`src/rtl/uf2_sector_write_classifier_top_assert.svh`:
```
// Assertion macros shared by the sector write classifier modules.
// Included by modules that check their own control logic; no other dependencies.
`ifndef UF2_SECTOR_WRITE_CLASSIFIER_TOP_ASSERT_SVH
`define UF2_SECTOR_WRITE_CLASSIFIER_TOP_ASSERT_SVH

// Same-cycle implication, disabled while in reset.
`define UF2SW_ASSERT_NOW(label, clk, rstn, ante, cons, msg) \
    label: assert property (@(posedge clk) disable iff (!(rstn)) (ante) |-> (cons)) \
        else $error(msg);

// Next-cycle implication, disabled while in reset.
`define UF2SW_ASSERT_NEXT(label, clk, rstn, ante, cons, msg) \
    label: assert property (@(posedge clk) disable iff (!(rstn)) (ante) |=> (cons)) \
        else $error(msg);

`endif

```
`src/rtl/uf2sw_pkg.sv`:
```
// Package for the sector write classifier: constants, op and verdict codes,
// and the queue entry and result structs. No dependencies.
package uf2sw_pkg;

    localparam logic [31:0] MAGIC_START_A   = 32'h0A32_4655;
    localparam logic [31:0] MAGIC_START_B   = 32'h9E5D_5157;
    localparam logic [31:0] MAGIC_FINAL     = 32'h0AB1_6F30;
    localparam logic [31:0] FLAGS_EXPECTED  = 32'h0000_2000;
    localparam logic [31:0] FAMILY_EXPECTED = 32'h5A18_069B;

    localparam logic [15:0] DISK_SIZE_RESET = 16'd8192;

    localparam int QUEUE_DEPTH = 4;
    localparam int QUEUE_PTR_W = $clog2(QUEUE_DEPTH);
    localparam int QUEUE_CNT_W = $clog2(QUEUE_DEPTH + 1);

    localparam int S_TDATA_W = 56;
    localparam int M_TDATA_W = 184;

    // word positions with a meaning of their own
    localparam logic [6:0] POS_START_A  = 7'd0;
    localparam logic [6:0] POS_START_B  = 7'd1;
    localparam logic [6:0] POS_FLAGS    = 7'd2;
    localparam logic [6:0] POS_TARGET   = 7'd3;
    localparam logic [6:0] POS_SIZE     = 7'd4;
    localparam logic [6:0] POS_FAMILY   = 7'd7;
    localparam logic [6:0] POS_PAYLOAD  = 7'd8;
    localparam logic [6:0] POS_LAST     = 7'd127;

    typedef enum logic [3:0] {
        OP_START_A,
        OP_START_B,
        OP_FLAGS,
        OP_TARGET,
        OP_SIZE,
        OP_FAMILY,
        OP_SKIP,
        OP_PAYLOAD,
        OP_FINAL,
        OP_FLASH
    } op_t;

    typedef enum logic [2:0] {
        VERDICT_TAKEN    = 3'd0,
        VERDICT_IGNORED  = 3'd1,
        VERDICT_REJECTED = 3'd2,
        VERDICT_ACCEPTED = 3'd3,
        VERDICT_FLASHED  = 3'd4,
        VERDICT_FAILED   = 3'd5
    } verdict_t;

    // one classified item between front and back
    typedef struct packed {
        op_t         op;
        logic [31:0] word;
        logic [6:0]  pidx;
        logic        in_area;  // start word: address inside data area
        logic        match;    // magic compare, or flash_ok for flash done
    } entry_t;

    typedef struct packed {
        verdict_t    verdict;
        logic        payload_valid;
        logic [6:0]  payload_index;
        logic [31:0] payload_data;
        logic [31:0] write_addr;
        logic [31:0] write_len;
        logic [15:0] count_accepted;
        logic [15:0] count_rejected;
        logic [15:0] count_ignored;
        logic [15:0] count_flashed;
        logic [15:0] count_failed;
    } result_t;

endpackage

```
`src/rtl/uf2sw_front.sv`:
```
// Front end: holds the disk size register, accepts input items and classifies
// them into queue entries. Depends on uf2sw_pkg.
module uf2sw_front (
    input  logic                             aclk,
    input  logic                             aresetn,
    input  logic                             cfg_valid,
    output logic                             cfg_ready,
    input  logic [15:0]                      cfg_data,
    input  logic                             s_tvalid,
    output logic                             s_tready,
    input  logic [uf2sw_pkg::S_TDATA_W-1:0]  s_tdata,
    input  logic                             s_tuser,
    input  logic                             q_ready,
    output logic                             q_push,
    output uf2sw_pkg::entry_t                q_entry
);
    import uf2sw_pkg::*;

    logic [15:0] disk_size_reg;
    logic [15:0] disk_size_next;
    logic [15:0] sector_addr;
    logic [6:0]  word_pos;
    logic [31:0] sector_word;
    logic        flash_ok;
    logic [8:0]  area_lo;

    assign cfg_ready = 1'b1;

    always_comb begin
        disk_size_next = disk_size_reg;
        if (cfg_valid) begin
            disk_size_next = cfg_data;
        end
    end

    always_ff @(posedge aclk) begin
        if (!aresetn) begin
            disk_size_reg <= DISK_SIZE_RESET;
        end else begin
            disk_size_reg <= disk_size_next;
        end
    end

    assign sector_addr = s_tdata[15:0];
    assign word_pos    = s_tdata[22:16];
    assign sector_word = s_tdata[54:23];
    assign flash_ok    = s_tdata[55];

    assign s_tready = q_ready;
    assign q_push   = s_tvalid && q_ready;

    // data area is [2 + total/256, total), no wrap
    assign area_lo = 9'd2 + {1'b0, disk_size_reg[15:8]};

    always_comb begin
        q_entry         = '0;
        q_entry.op      = OP_SKIP;
        q_entry.word    = sector_word;
        q_entry.pidx    = word_pos - POS_PAYLOAD;
        q_entry.in_area = (sector_addr >= {7'd0, area_lo}) &&
                          (sector_addr < disk_size_reg);
        if (s_tuser) begin
            q_entry.op    = OP_FLASH;
            q_entry.match = flash_ok;
        end else if (word_pos == POS_LAST) begin
            q_entry.op    = OP_FINAL;
            q_entry.match = (sector_word == MAGIC_FINAL);
        end else if (word_pos >= POS_PAYLOAD) begin
            q_entry.op = OP_PAYLOAD;
        end else begin
            case (word_pos)
                POS_START_A: begin
                    q_entry.op    = OP_START_A;
                    q_entry.match = (sector_word == MAGIC_START_A);
                end
                POS_START_B: begin
                    q_entry.op    = OP_START_B;
                    q_entry.match = (sector_word == MAGIC_START_B);
                end
                POS_FLAGS:  q_entry.op = OP_FLAGS;
                POS_TARGET: q_entry.op = OP_TARGET;
                POS_SIZE:   q_entry.op = OP_SIZE;
                POS_FAMILY: q_entry.op = OP_FAMILY;
                default:    q_entry.op = OP_SKIP;
            endcase
        end
    end

endmodule

```
`src/rtl/uf2sw_queue.sv`:
```
// Short FIFO of classified items between front and back end.
// Depends on uf2sw_pkg and the assertion macro header.
`include "uf2_sector_write_classifier_top_assert.svh"
module uf2sw_queue (
    input  logic              aclk,
    input  logic              aresetn,
    input  logic              push,
    input  uf2sw_pkg::entry_t push_entry,
    output logic              push_ready,
    output logic              pop_valid,
    output uf2sw_pkg::entry_t pop_entry,
    input  logic              pop
);
    import uf2sw_pkg::*;

    entry_t                 slot_reg [QUEUE_DEPTH];
    logic [QUEUE_PTR_W-1:0] wr_ptr_reg;
    logic [QUEUE_PTR_W-1:0] wr_ptr_next;
    logic [QUEUE_PTR_W-1:0] rd_ptr_reg;
    logic [QUEUE_PTR_W-1:0] rd_ptr_next;
    logic [QUEUE_CNT_W-1:0] count_reg;
    logic [QUEUE_CNT_W-1:0] count_next;

    assign push_ready = (count_reg != QUEUE_CNT_W'(QUEUE_DEPTH));
    assign pop_valid  = (count_reg != '0);
    assign pop_entry  = slot_reg[rd_ptr_reg];

    always_comb begin
        wr_ptr_next = wr_ptr_reg;
        rd_ptr_next = rd_ptr_reg;
        count_next  = count_reg;
        if (push) begin
            wr_ptr_next = wr_ptr_reg + 1'b1;
        end
        if (pop) begin
            rd_ptr_next = rd_ptr_reg + 1'b1;
        end
        if (push && !pop) begin
            count_next = count_reg + 1'b1;
        end else if (pop && !push) begin
            count_next = count_reg - 1'b1;
        end
    end

    always_ff @(posedge aclk) begin
        if (!aresetn) begin
            wr_ptr_reg <= '0;
            rd_ptr_reg <= '0;
            count_reg  <= '0;
        end else begin
            wr_ptr_reg <= wr_ptr_next;
            rd_ptr_reg <= rd_ptr_next;
            count_reg  <= count_next;
        end
    end

    always_ff @(posedge aclk) begin
        if (push) begin
            slot_reg[wr_ptr_reg] <= push_entry;
        end
    end

    `UF2SW_ASSERT_NOW(a_count_bound, aclk, aresetn, 1'b1,
        count_reg <= QUEUE_CNT_W'(QUEUE_DEPTH), "queue count over depth")
    `UF2SW_ASSERT_NEXT(a_count_up, aclk, aresetn, push && !pop,
        count_reg == $past(count_reg) + 1'b1, "queue count missed a push")
    `UF2SW_ASSERT_NOW(a_ptr_gap, aclk, aresetn, 1'b1,
        (wr_ptr_reg - rd_ptr_reg) == count_reg[QUEUE_PTR_W-1:0],
        "queue pointers disagree with count")

endmodule

```
`src/rtl/uf2sw_back.sv`:
```
// Back end: keeps the latched header state and counters, turns each queued
// item into a result and holds it in the output register. Depends on
// uf2sw_pkg and the assertion macro header.
`include "uf2_sector_write_classifier_top_assert.svh"
module uf2sw_back (
    input  logic                             aclk,
    input  logic                             aresetn,
    input  logic                             q_valid,
    input  uf2sw_pkg::entry_t                q_entry,
    output logic                             q_pop,
    output logic                             m_tvalid,
    input  logic                             m_tready,
    output logic [uf2sw_pkg::M_TDATA_W-1:0]  m_tdata,
    output logic [7:0]                       m_tuser
);
    import uf2sw_pkg::*;

    logic        in_area_reg,  in_area_next;
    logic        magic_reg,    magic_next;
    logic [31:0] flags_reg,    flags_next;
    logic [31:0] family_reg,   family_next;
    logic [31:0] target_reg,   target_next;
    logic [31:0] size_reg,     size_next;
    logic [15:0] acc_cnt_reg,  acc_cnt_next;
    logic [15:0] rej_cnt_reg,  rej_cnt_next;
    logic [15:0] ign_cnt_reg,  ign_cnt_next;
    logic [15:0] fla_cnt_reg,  fla_cnt_next;
    logic [15:0] fai_cnt_reg,  fai_cnt_next;
    logic        out_valid_reg, out_valid_next;
    result_t     out_res_reg,   out_res_next;
    result_t     res;

    // output slot frees up when taken, so a new item can move in the same cycle
    assign q_pop = q_valid && (!out_valid_reg || m_tready);

    always_comb begin
        in_area_next = in_area_reg;
        magic_next   = magic_reg;
        flags_next   = flags_reg;
        family_next  = family_reg;
        target_next  = target_reg;
        size_next    = size_reg;
        acc_cnt_next = acc_cnt_reg;
        rej_cnt_next = rej_cnt_reg;
        ign_cnt_next = ign_cnt_reg;
        fla_cnt_next = fla_cnt_reg;
        fai_cnt_next = fai_cnt_reg;
        res          = '0;
        res.verdict  = VERDICT_TAKEN;

        case (q_entry.op)
            OP_FLASH: begin
                if (q_entry.match) begin
                    res.verdict  = VERDICT_FLASHED;
                    fla_cnt_next = fla_cnt_reg + 16'd1;
                end else begin
                    res.verdict  = VERDICT_FAILED;
                    fai_cnt_next = fai_cnt_reg + 16'd1;
                end
            end
            OP_FINAL: begin
                if (!in_area_reg || !(magic_reg && q_entry.match)) begin
                    res.verdict  = VERDICT_IGNORED;
                    ign_cnt_next = ign_cnt_reg + 16'd1;
                end else if (flags_reg != FLAGS_EXPECTED ||
                             family_reg != FAMILY_EXPECTED) begin
                    res.verdict  = VERDICT_REJECTED;
                    rej_cnt_next = rej_cnt_reg + 16'd1;
                end else begin
                    res.verdict    = VERDICT_ACCEPTED;
                    res.write_addr = target_reg;
                    res.write_len  = size_reg;
                    acc_cnt_next   = acc_cnt_reg + 16'd1;
                end
            end
            OP_PAYLOAD: begin
                res.payload_valid = 1'b1;
                res.payload_index = q_entry.pidx;
                res.payload_data  = q_entry.word;
            end
            OP_START_A: begin
                in_area_next = q_entry.in_area;
                magic_next   = q_entry.match;
            end
            OP_START_B: magic_next  = magic_reg && q_entry.match;
            OP_FLAGS:   flags_next  = q_entry.word;
            OP_TARGET:  target_next = q_entry.word;
            OP_SIZE:    size_next   = q_entry.word;
            OP_FAMILY:  family_next = q_entry.word;
            default: begin
            end
        endcase

        res.count_accepted = acc_cnt_next;
        res.count_rejected = rej_cnt_next;
        res.count_ignored  = ign_cnt_next;
        res.count_flashed  = fla_cnt_next;
        res.count_failed   = fai_cnt_next;

        out_valid_next = out_valid_reg;
        out_res_next   = out_res_reg;
        if (q_pop) begin
            out_valid_next = 1'b1;
            out_res_next   = res;
        end else if (m_tready) begin
            out_valid_next = 1'b0;
        end
    end

    always_ff @(posedge aclk) begin
        if (!aresetn) begin
            in_area_reg   <= 1'b0;
            magic_reg     <= 1'b0;
            flags_reg     <= '0;
            family_reg    <= '0;
            target_reg    <= '0;
            size_reg      <= '0;
            acc_cnt_reg   <= '0;
            rej_cnt_reg   <= '0;
            ign_cnt_reg   <= '0;
            fla_cnt_reg   <= '0;
            fai_cnt_reg   <= '0;
            out_valid_reg <= 1'b0;
        end else begin
            out_valid_reg <= out_valid_next;
            if (q_pop) begin
                in_area_reg <= in_area_next;
                magic_reg   <= magic_next;
                flags_reg   <= flags_next;
                family_reg  <= family_next;
                target_reg  <= target_next;
                size_reg    <= size_next;
                acc_cnt_reg <= acc_cnt_next;
                rej_cnt_reg <= rej_cnt_next;
                ign_cnt_reg <= ign_cnt_next;
                fla_cnt_reg <= fla_cnt_next;
                fai_cnt_reg <= fai_cnt_next;
            end
        end
    end

    always_ff @(posedge aclk) begin
        out_res_reg <= out_res_next;
    end

    assign m_tvalid = out_valid_reg;
    assign m_tuser  = {5'd0, out_res_reg.verdict};
    assign m_tdata  = {out_res_reg.count_failed,
                       out_res_reg.count_flashed,
                       out_res_reg.count_ignored,
                       out_res_reg.count_rejected,
                       out_res_reg.count_accepted,
                       out_res_reg.write_len,
                       out_res_reg.write_addr,
                       out_res_reg.payload_data,
                       out_res_reg.payload_index,
                       out_res_reg.payload_valid};

    `UF2SW_ASSERT_NEXT(a_counters_hold, aclk, aresetn, !q_pop,
        $stable(acc_cnt_reg) && $stable(rej_cnt_reg) && $stable(ign_cnt_reg) &&
        $stable(fla_cnt_reg) && $stable(fai_cnt_reg),
        "counter moved without an item")
    `UF2SW_ASSERT_NOW(a_write_only_accepted, aclk, aresetn,
        out_valid_reg && (out_res_reg.verdict != VERDICT_ACCEPTED),
        (out_res_reg.write_addr == '0) && (out_res_reg.write_len == '0),
        "write fields set on a non-accepted result")
    `UF2SW_ASSERT_NOW(a_payload_is_taken, aclk, aresetn,
        out_valid_reg && out_res_reg.payload_valid,
        out_res_reg.verdict == VERDICT_TAKEN,
        "payload word carries a sector verdict")

endmodule

```
`src/rtl/uf2_sector_write_classifier_top.sv`:
```
// Top level of the sector write classifier: front end, item queue, back end.
// Depends on uf2sw_pkg, uf2sw_front, uf2sw_queue and uf2sw_back.
//
//  Channel   | Direction | Handshake           | Carries
//  ----------+-----------+---------------------+------------------------------------
//  cfg       | in        | cfg_valid/cfg_ready | disk size write (16 bit)
//  s_ (in)   | in        | s_tvalid/s_tready   | sector word or flash-done item
//  m_ (out)  | out       | m_tvalid/m_tready   | one result per input item
//
// Every input item gives exactly one result; an item goes front -> queue ->
// back -> output register, and is held in a queue slot, then in the output
// register; the block sustains one item per clock while m_tready is high.
// aresetn is synchronous, active low; it clears the queue, header state,
// counters and output valid, and loads the disk size with 8192.
// A stalled output holds its result while the 4-entry queue keeps taking
// items; s_tready drops only when the queue is full. cfg_ready is always high;
// the user writes the disk size only while idle; the block does not enforce it.
module uf2_sector_write_classifier_top (
    input  logic                             aclk,
    input  logic                             aresetn,
    // configuration: disk size in sectors
    input  logic                             cfg_valid,
    output logic                             cfg_ready,
    input  logic [15:0]                      cfg_data,
    // input items
    input  logic                             s_tvalid,
    output logic                             s_tready,
    // [15:0] sector_addr, [22:16] word_pos, [54:23] sector_word, [55] flash_ok
    input  logic [uf2sw_pkg::S_TDATA_W-1:0]  s_tdata,
    // [0] command (0 sector word, 1 flash done)
    input  logic                             s_tuser,
    // results
    output logic                             m_tvalid,
    input  logic                             m_tready,
    // [0] payload_valid, [7:1] payload_index, [39:8] payload_data,
    // [71:40] write_addr, [103:72] write_len, [119:104] count_accepted,
    // [135:120] count_rejected, [151:136] count_ignored,
    // [167:152] count_flashed, [183:168] count_failed
    output logic [uf2sw_pkg::M_TDATA_W-1:0]  m_tdata,
    // [2:0] verdict, [7:3] zero
    output logic [7:0]                       m_tuser
);
    import uf2sw_pkg::*;

    logic   push;
    logic   push_ready;
    entry_t push_entry;
    logic   pop;
    logic   pop_valid;
    entry_t pop_entry;

    // front: disk size register, per-item decode and compares
    uf2sw_front u_front (
        .aclk      (aclk),
        .aresetn   (aresetn),
        .cfg_valid (cfg_valid),
        .cfg_ready (cfg_ready),
        .cfg_data  (cfg_data),
        .s_tvalid  (s_tvalid),
        .s_tready  (s_tready),
        .s_tdata   (s_tdata),
        .s_tuser   (s_tuser),
        .q_ready   (push_ready),
        .q_push    (push),
        .q_entry   (push_entry)
    );

    // decouples acceptance from output backpressure
    uf2sw_queue u_queue (
        .aclk       (aclk),
        .aresetn    (aresetn),
        .push       (push),
        .push_entry (push_entry),
        .push_ready (push_ready),
        .pop_valid  (pop_valid),
        .pop_entry  (pop_entry),
        .pop        (pop)
    );

    // back: header latches, sector verdict, counters, output register
    uf2sw_back u_back (
        .aclk     (aclk),
        .aresetn  (aresetn),
        .q_valid  (pop_valid),
        .q_entry  (pop_entry),
        .q_pop    (pop),
        .m_tvalid (m_tvalid),
        .m_tready (m_tready),
        .m_tdata  (m_tdata),
        .m_tuser  (m_tuser)
    );

endmodule

```
`config.mk`:
```
export PLATFORM = sky130hd
export DESIGN_NAME = uf2_sector_write_classifier_top
export DESIGN_NICKNAME = d
export VERILOG_FILES = /design/src/rtl/uf2sw_pkg.sv /design/src/rtl/uf2sw_front.sv /design/src/rtl/uf2sw_queue.sv /design/src/rtl/uf2sw_back.sv /design/src/rtl/uf2_sector_write_classifier_top.sv
export VERILOG_INCLUDE_DIRS = /design/src /design/src/rtl
export SDC_FILE = /design/constraint.sdc
export NUM_CORES = 1
export LEC_CHECK = 0
export BUFFER_PORTS_ARGS = -buffer_cell sky130_fd_sc_hd__clkbuf_2
export CORE_ASPECT_RATIO = 0.8
export CORE_MARGIN = 5
export CORE_UTILIZATION = 55
export CTS_BUF_LIST = sky130_fd_sc_hd__clkbuf_2
export DETAILED_ROUTE_END_ITERATION = 8
export MAX_ROUTING_LAYER = met4
export PLACE_DENSITY = 0.81
export SLEW_MARGIN = 30
export SYNTH_ARGS = -nofsm -noshare
export SYNTH_HDL_FRONTEND = slang
export SYNTH_SLANG_ARGS = --single-unit
```
`constraint.sdc`:
```
create_clock -name aclk -period 10.35 [get_ports aclk]
set_input_delay 0.5175 -clock aclk [delete_from_list [all_inputs] [get_ports aclk]]
set_output_delay 0.5175 -clock aclk [all_outputs]
set_load 0.05 [all_outputs]
```
==> results.yml, run 1 <==
layout:
  post_route_cells_drive_above_1_share_pct: 24.09
  layout-area-overhead-vs-synth_pct: 16.21
  num-fill-cells: 3377
  finish.utilization_pct: 64.64
  fin_area_um2: 28680
  largest_register_ff_count: 184
  finish.net_count: 2515
floorplan:
  core_area_um2: 44380
  initial_utilization_pct: 55.63
  pin_count: 273
  floorplan.die_area_um2: 49240
  die_width_um: 246.9
  core.rowCount: 69
  floorplan.die.height_um: 199.5
critical_path:
  worstSetupEndpointType: "flip-flop"
  worst-path-max-fanout: 86
  critPathKind: "flip-flop to flip-flop"
  crit_required_ps: 11350
  start_kind: "flip-flop"
  wp_data_arrival_ps: 5000
drt:
  remaining_drc_errors: 0
  initialDrtViolationCount: 1617
  routed_via_density: 5.554
  drt_pre_antenna_iters: 6
  antenna_violating_nets_post_route: 0
  vias: 17310
  avgRoutedWirePerCell_um: 19.07
  detail_route.wirelength_mm: 59.44
timing:
  worstMarginPinSlew_ps: 929.8
  fin_worst_skew_ps: 86.90
  rsz_0062_raised_after_global_routing: "false"
  final_min_period_over_clock_period_pct: 38.62
  setup_viol: 0
  final_period_minus_worst_setup_slack_ps: 3997
  final_hold_viol_count: 0
  max_clock_freq_mhz: 250.2
  timing.max_slew.rel_slack_pct: 38.01
  worst_slack_ps: 6353
  final.setup.tns_ps: 0
  drv_slew: 0
grt:
  first_global_vias: 17060
  grt_overflow_total: 0
  grt_max_degree: 142
  antenna_found_initial: 1
  grt_usage_pct: 24.62
  grt_pass1_wl_mm: 92.36
clock_network:
  clkSlewWorstSetupHoldPaths_ps: 100
  cts_htree_levels: 4
  setup_buffers_after_cts: 0
  clock_insertion_delay_worst_skew_ps: 1150
  clock_sinks: 603
  tritoncts: "built"
  root_buffer: "sky130_fd_sc_hd__clkbuf_2"
  clockBufferDepth: 3
  total_clock_buffers_created_by_cts: 145
synthesis:
  yosysTopAreaCellShare_pct: 44.65
  netlist.top_cell.by_area: "sky130_fd_sc_hd__edfxtp_1"
  synth.ff_latch_count: 603
  synth_async_reset_ratio_pct: 0
  post_synth_inst_count: 2008
  post_synth_instance_area_um2: 24680
  synth-seq-area-share_pct: 63.79
  synth.lib_cells_used.distinct: 62
  synth_enable_flop_cells: 367
  synthFlopType: "sky130_fd_sc_hd__edfxtp_1"
  yosysWarnings: 0
  syn_area_per_cell_um2: 12.29
  ranking_of_synthesized_cells_by_area: "sky130_fd_sc_hd__edfxtp_1, sky130_fd_sc_hd__dfxtp_1, sky130_fd_sc_hd__mux4_2"
place:
  place_area_um2: 26470
  place.detailed.hpwl_mm: 37.41
  io_buffer_count: 266
  gp_congestion: 0.8707
  pre_cts_slack_ps: 5966
power:
  p_leak_nw: 10.93
  p_total_mw: 7.461
  power_density_nw_per_um2: 260.1
  vdd.ir_drop.worst_uv: 244.1
hold_path:
  holdCritPathClass: "input port to flip-flop"
run:
  cap_violations: 0
run_status:
  result_of_the_run: "finished clean"
placed cells by master, fill, tap and decap left out, types with 21 or more instances in the layout:
cell | synthesis | layout
sky130_fd_sc_hd__clkbuf_2 | 0 | 484
sky130_fd_sc_hd__xnor2_1 | 89 | 89
sky130_fd_sc_hd__nor2_1 | 149 | 147
sky130_fd_sc_hd__nor4_1 | 40 | 37
sky130_fd_sc_hd__nor2b_1 | 42 | 42
sky130_fd_sc_hd__nand4_1 | 47 | 47
sky130_fd_sc_hd__mux4_2 | 45 | 45
sky130_fd_sc_hd__clkinv_1 | 0 | 21
sky130_fd_sc_hd__and3_1 | 91 | 87
sky130_fd_sc_hd__a21oi_1 | 80 | 80
sky130_fd_sc_hd__o21ai_0 | 49 | 49
sky130_fd_sc_hd__edfxtp_1 | 367 | 367
sky130_fd_sc_hd__nor3_1 | 22 | 22
sky130_fd_sc_hd__inv_1 | 34 | 33
sky130_fd_sc_hd__ha_1 | 36 | 36
sky130_fd_sc_hd__mux2i_1 | 51 | 51
sky130_fd_sc_hd__xor2_1 | 61 | 61
sky130_fd_sc_hd__dfxtp_1 | 236 | 234
sky130_fd_sc_hd__nand3_1 | 104 | 104
sky130_fd_sc_hd__nand2_1 | 234 | 233
sky130_fd_sc_hd__dlygate4sd3_1 | 0 | 78
kinds of logic (layout without fill, tap and decap cells):
kind of cell / count (synthesis) / count (layout) / synth area share [%]
and+or+nand+nor: 806 / 806 / 16.62
DFF: 603 / 603 / 63.79
buffers and inverters: 155 / 654 / 2.555
AOI/OAI and AO/OA: 154 / 154 / 3.376
xor gates and xnor gates: 150 / 150 / 5.322
muxes: 101 / 101 / 6.402
adders and majority gates: 37 / 37 / 1.906
other: 2 / 8 / 0.03042
metrics by stage:
| step | cells | hold WS (ps) |
|---|---|---|
| floorplan | 2012 | 431.2 |
| global placement | 2777 | 438.2 |
| detailed placement | 2777 | 442.9 |
| CTS | 3113 | 1.411 |
| global route | 3115 | 40.34 |
| finish | 3116 | 149.2 |
final timing paths:
| path | startpoint | end | slack, ps | depth (start not counted) |
|---|---|---|---|---|
| worst max-delay path | flip-flop | u_back.acc_cnt_reg[9] | 6350 | 8 |
| worst min-delay path | s_tdata[5] | u_queue.slot_reg[1][1] | 150 | 5 |
| worst max register to register | flip-flop | u_back.acc_cnt_reg[9] | 6350 | 8 |
| worst min register to register | u_back.target_reg[5] | u_back.target_reg[5] | 450 | 2 |
power breakdown:
group | internal (mW) | switching [mW] | total, mW
Clock | 0.686 | 0.937 | 1.62
Combinational | 0.515 | 2.03 | 2.54
Sequential | 3.12 | 0.181 | 3.30
synth_stat cells, types with 3 or more instances:
master,count
sky130_fd_sc_hd__buf_1,12
sky130_fd_sc_hd__nor4_1,40
sky130_fd_sc_hd__and3_1,91
sky130_fd_sc_hd__o211ai_1,3
sky130_fd_sc_hd__or3_1,5
sky130_fd_sc_hd__buf_4,6
sky130_fd_sc_hd__a21oi_1,80
sky130_fd_sc_hd__nor4_2,4
sky130_fd_sc_hd__or4_1,3
sky130_fd_sc_hd__mux2_2,5
sky130_fd_sc_hd__edfxtp_1,367
sky130_fd_sc_hd__and4_1,4
sky130_fd_sc_hd__and2_1,10
sky130_fd_sc_hd__or2_2,5
sky130_fd_sc_hd__ha_1,36
sky130_fd_sc_hd__mux2i_1,51
sky130_fd_sc_hd__buf_2,8
sky130_fd_sc_hd__a31oi_1,3
sky130_fd_sc_hd__nor3_1,22
sky130_fd_sc_hd__nor4b_1,10
sky130_fd_sc_hd__mux4_2,45
sky130_fd_sc_hd__nor2_1,149
sky130_fd_sc_hd__nor4bb_1,6
sky130_fd_sc_hd__nand3_1,104
sky130_fd_sc_hd__xnor2_1,89
sky130_fd_sc_hd__nand4_1,47
sky130_fd_sc_hd__o21ai_0,49
sky130_fd_sc_hd__xor2_1,61
sky130_fd_sc_hd__inv_1,34
sky130_fd_sc_hd__nor2b_1,42
sky130_fd_sc_hd__a21o_1,6
sky130_fd_sc_hd__nand2b_1,11
sky130_fd_sc_hd__dfxtp_1,236
sky130_fd_sc_hd__nand2_1,234
sky130_fd_sc_hd__clkbuf_1,91
sky130_fd_sc_hd__o21a_1,3
sky130_fd_sc_hd__nor4b_2,5
critical path, stage by stage, from the launching register on:
cell                      delay (ps)
sky130_fd_sc_hd__dfxtp_2         360
sky130_fd_sc_hd__buf_6           490
sky130_fd_sc_hd__mux4_2          630
sky130_fd_sc_hd__or3b_4          440
sky130_fd_sc_hd__or3_4           540
sky130_fd_sc_hd__inv_4           590
sky130_fd_sc_hd__nand2_4         170
sky130_fd_sc_hd__or4_1           520
sky130_fd_sc_hd__a21oi_1         150
routing by layer:
| metal | track usage (%) | vias up | routed length (um) |
|---|---|---|---|
| met2 | 36.56 | 813 | 27080 |
| met3 | 6.245 | 125 | 5412 |
| met4 | 7.498 | 0 | 1235 |
| met1 | 33.95 | 8286 | 25710 |
| met5 | - | - | 0 |
| li1 | - | 8081 | - |
repair_timing:
item | 4_1_cts | 5_1_grt
endpoints found under the setup margin | 0 | 0
resized for setup | 0 | 0
hold buffers | 78 | 0
endpoints found under the hold margin | 237 | 0
final cells by class:
cell class	instances	area [um2]	area share [%]
multi-input combinational	1254	8373	29.19
inverter	36	155.1	0.5409
clock inverter	39	290.3	1.012
clock buffer	219	1096	3.821
antenna	2	5.005	0.01745
sequential	603	15750	54.90
timing repair buffer	360	2262	7.887
tap	603	754.5	2.630
Power figures use the tool's default switching activity.
==> inputs of run 2 (changes only) <==
- ABC_AREA: default -> 1
- PLACE_DENSITY: 0.81 -> 0.8
- clock period: 10.35 -> 3.9 ns (I/O delays scaled with it)
==> run 2 against run 1 <==
Against the previous run:
- critical path depth is 6 higher
- setup slack worse by 6000 ps
- maximum frequency rose by 14%
- combinational power rose to 4.0 times the previous value
- synthesized cell count grew 31%
- cell count grew 23%
- wire length is 13% higher
- largest cell class unchanged
- critical path type unchanged
==> results.yml, run 2 <==
run_status:
  result_of_the_run: "finished clean"
critical_path:
  start_kind: "flip-flop"
  critical_path.reg2reg.startpoint: "u_front.disk_size_reg[9]"
  setup.worst_path.start: "u_front.disk_size_reg[9]"
  worst-path-max-fanout: 4
  crit_required_ps: 4740
  wp_data_arrival_ps: 4360
  worstSetupEndpointType: "flip-flop"
  critPathKind: "flip-flop to flip-flop"
place:
  gp_congestion: 0.9021
  place.detailed.hpwl_mm: 42.01
  io_buffer_count: 266
  pre_cts_slack_ps: 778.6
  place_area_um2: 27140
timing:
  fin_worst_skew_ps: 108.5
  worst_slack_ps: 379.8
  rsz_0062_raised_after_global_routing: "false"
  timing.max_slew.rel_slack_pct: 39.83
  setup_viol: 0
  final_min_period_over_clock_period_pct: 90.26
  final_hold_viol_count: 0
  final_period_minus_worst_setup_slack_ps: 3520
  drv_slew: 0
  final.setup.tns_ps: 0
  max_clock_freq_mhz: 284.1
  worstMarginPinSlew_ps: 902.6
layout:
  layout.cells.most_common: "sky130_fd_sc_hd__clkbuf_2"
  finish.net_count: 3199
  layout-area-overhead-vs-synth_pct: 18.41
  num-fill-cells: 3566
  fin_area_um2: 30080
  post_route_cells_drive_above_1_share_pct: 17.70
  largest_register_ff_count: 184
  layout_common_cells: "sky130_fd_sc_hd__clkbuf_2, sky130_fd_sc_hd__nand2_1, sky130_fd_sc_hd__edfxtp_1"
synthesis:
  ranking_of_synthesized_cells_by_area: "sky130_fd_sc_hd__edfxtp_1, sky130_fd_sc_hd__dfxtp_1, sky130_fd_sc_hd__nand2_1"
  yosysTopAreaCellShare_pct: 43.38
  synth.most_common_cell: "sky130_fd_sc_hd__nand2_1"
  syn_area_per_cell_um2: 9.693
  synth-seq-area-share_pct: 61.97
  post_synth_inst_count: 2621
  synth.ff_latch_count: 603
  synth_enable_flop_cells: 367
  synthFlopType: "sky130_fd_sc_hd__edfxtp_1"
  synth.lib_cells_used.distinct: 50
  synth_async_reset_ratio_pct: 0
  post_synth_most_frequent_cells: "sky130_fd_sc_hd__nand2_1, sky130_fd_sc_hd__edfxtp_1, sky130_fd_sc_hd__inv_1"
  yosysWarnings: 0
  post_synth_instance_area_um2: 25410
  netlist.top_cell.by_area: "sky130_fd_sc_hd__edfxtp_1"
clock_network:
  root_buffer: "sky130_fd_sc_hd__clkbuf_2"
  total_clock_buffers_created_by_cts: 143
  clock_insertion_delay_worst_skew_ps: 1140
  setup_buffers_after_cts: 0
  clock_sinks: 603
  tritoncts: "built"
  clockBufferDepth: 3
  clkSlewWorstSetupHoldPaths_ps: 120
  cts_htree_levels: 4
drt:
  drt_pre_antenna_iters: 9
  routed_via_density: 5.431
  detail_route.wirelength_mm: 67.05
  avgRoutedWirePerCell_um: 17.56
  initialDrtViolationCount: 1996
  remaining_drc_errors: 0
  antenna_violating_nets_post_route: 0
  vias: 20740
grt:
  grt_pass1_wl_mm: 106.1
  grt_max_degree: 162
  grt_usage_pct: 26.74
  antenna_found_initial: 2
  first_global_vias: 20270
  grt_overflow_total: 0
hold_path:
  holdCritPathClass: "input port to flip-flop"
  min_from: "s_tdata[21]"
floorplan:
  floorplan.die_area_um2: 50620
  core.rowCount: 70
  initial_utilization_pct: 55.57
  floorplan.die.height_um: 202.2
  die_width_um: 250.3
  pin_count: 273
  core_area_um2: 45720
power:
  p_total_mw: 24.69
  power_density_nw_per_um2: 820.7
  p_leak_nw: 12.76
  vdd.ir_drop.worst_uv: 762.4
run:
  cap_violations: 0
-- run 2: layout make-up --
type | count | area, um2 | share of cell area [%]
inverters | 337 | 1269 | 4.217
flip-flops and latches | 603 | 15750 | 52.34
diodes | 4 | 10.01 | 0.03327
clock inverters | 51 | 311.5 | 1.036
well taps | 612 | 765.7 | 2.545
clock buffers | 213 | 1066 | 3.544
multi-input cells | 1559 | 7853 | 26.10
repair buffers | 440 | 3062 | 10.18
-- run 2: path summary, 6_finish.rpt --
path | end | slack [ps] | depth (start not counted)
setup / recovery | u_queue.slot_reg[3][1] | 380 | 14
hold / removal | u_queue.slot_reg[1][7] | 140 | 3
setup reg to reg | u_queue.slot_reg[3][1] | 380 | 14
hold reg to reg | u_back.size_reg[6] | 470 | 2
-- run 2: logic make-up (layout without fill, tap and decap cells) --
group | Yosys count | after routing | share of synthesized area, %
and+or+nand+nor | 865 | 865 | 14.39
AOI/OAI and AO/OA | 605 | 605 | 12.79
DFF | 603 | 603 | 61.97
buffers and inverters | 463 | 1041 | 7.377
xor gates and xnor gates | 46 | 46 | 1.586
adders and majority gates | 37 | 37 | 1.852
other | 2 | 10 | 0.02956
-- run 2: routing by layer --
layer,part of all wire [%],vias up,GRT usage [%]
met4,4.4,0,12.28
met2,47,946,41.71
met3,7.4,213,5.802
li1,-,9829,-
met5,0,-,-
met1,41,9754,33.80
-- run 2: metrics by stage --
stage	hold slack, ps	util (%)	std cells
2_1_floorplan	293.9	-	2625
3_3_place_gp	423.6	59.30	3396
3_5_place_dp	437.7	59.37	3397
4_1_cts	3.360	65.76	3815
5_1_grt	7.678	65.80	3819
6_report	141.7	65.80	3819
-- run 2: worst max-delay path, cell delays in order, from the launching register on --
cell	delay, ps
sky130_fd_sc_hd__dfxtp_1	410
sky130_fd_sc_hd__inv_1	120
sky130_fd_sc_hd__nor3_1	360
sky130_fd_sc_hd__nand2_1	90
sky130_fd_sc_hd__nor2_1	200
sky130_fd_sc_hd__xor2_1	170
sky130_fd_sc_hd__ha_1	250
sky130_fd_sc_hd__nand2_1	80
sky130_fd_sc_hd__inv_1	50
sky130_fd_sc_hd__nand2_1	50
sky130_fd_sc_hd__nand2_1	50
sky130_fd_sc_hd__a31oi_1	120
sky130_fd_sc_hd__dlygate4sd3_1	560
sky130_fd_sc_hd__nor2_1	70
sky130_fd_sc_hd__dlygate4sd3_1	660
-- run 2: where the power goes --
group	internal [mW]	switching [mW]	total, mW
Clock	1.68	2.53	4.21
Sequential	9.13	1.10	10.2
Combinational	2.23	8.01	10.2
Total	13.0	11.6	24.7
-- run 2: repair_timing --
item,CTS,global route
endpoints found under the hold margin,266,0
resized for setup,0,0
hold buffers,154,0
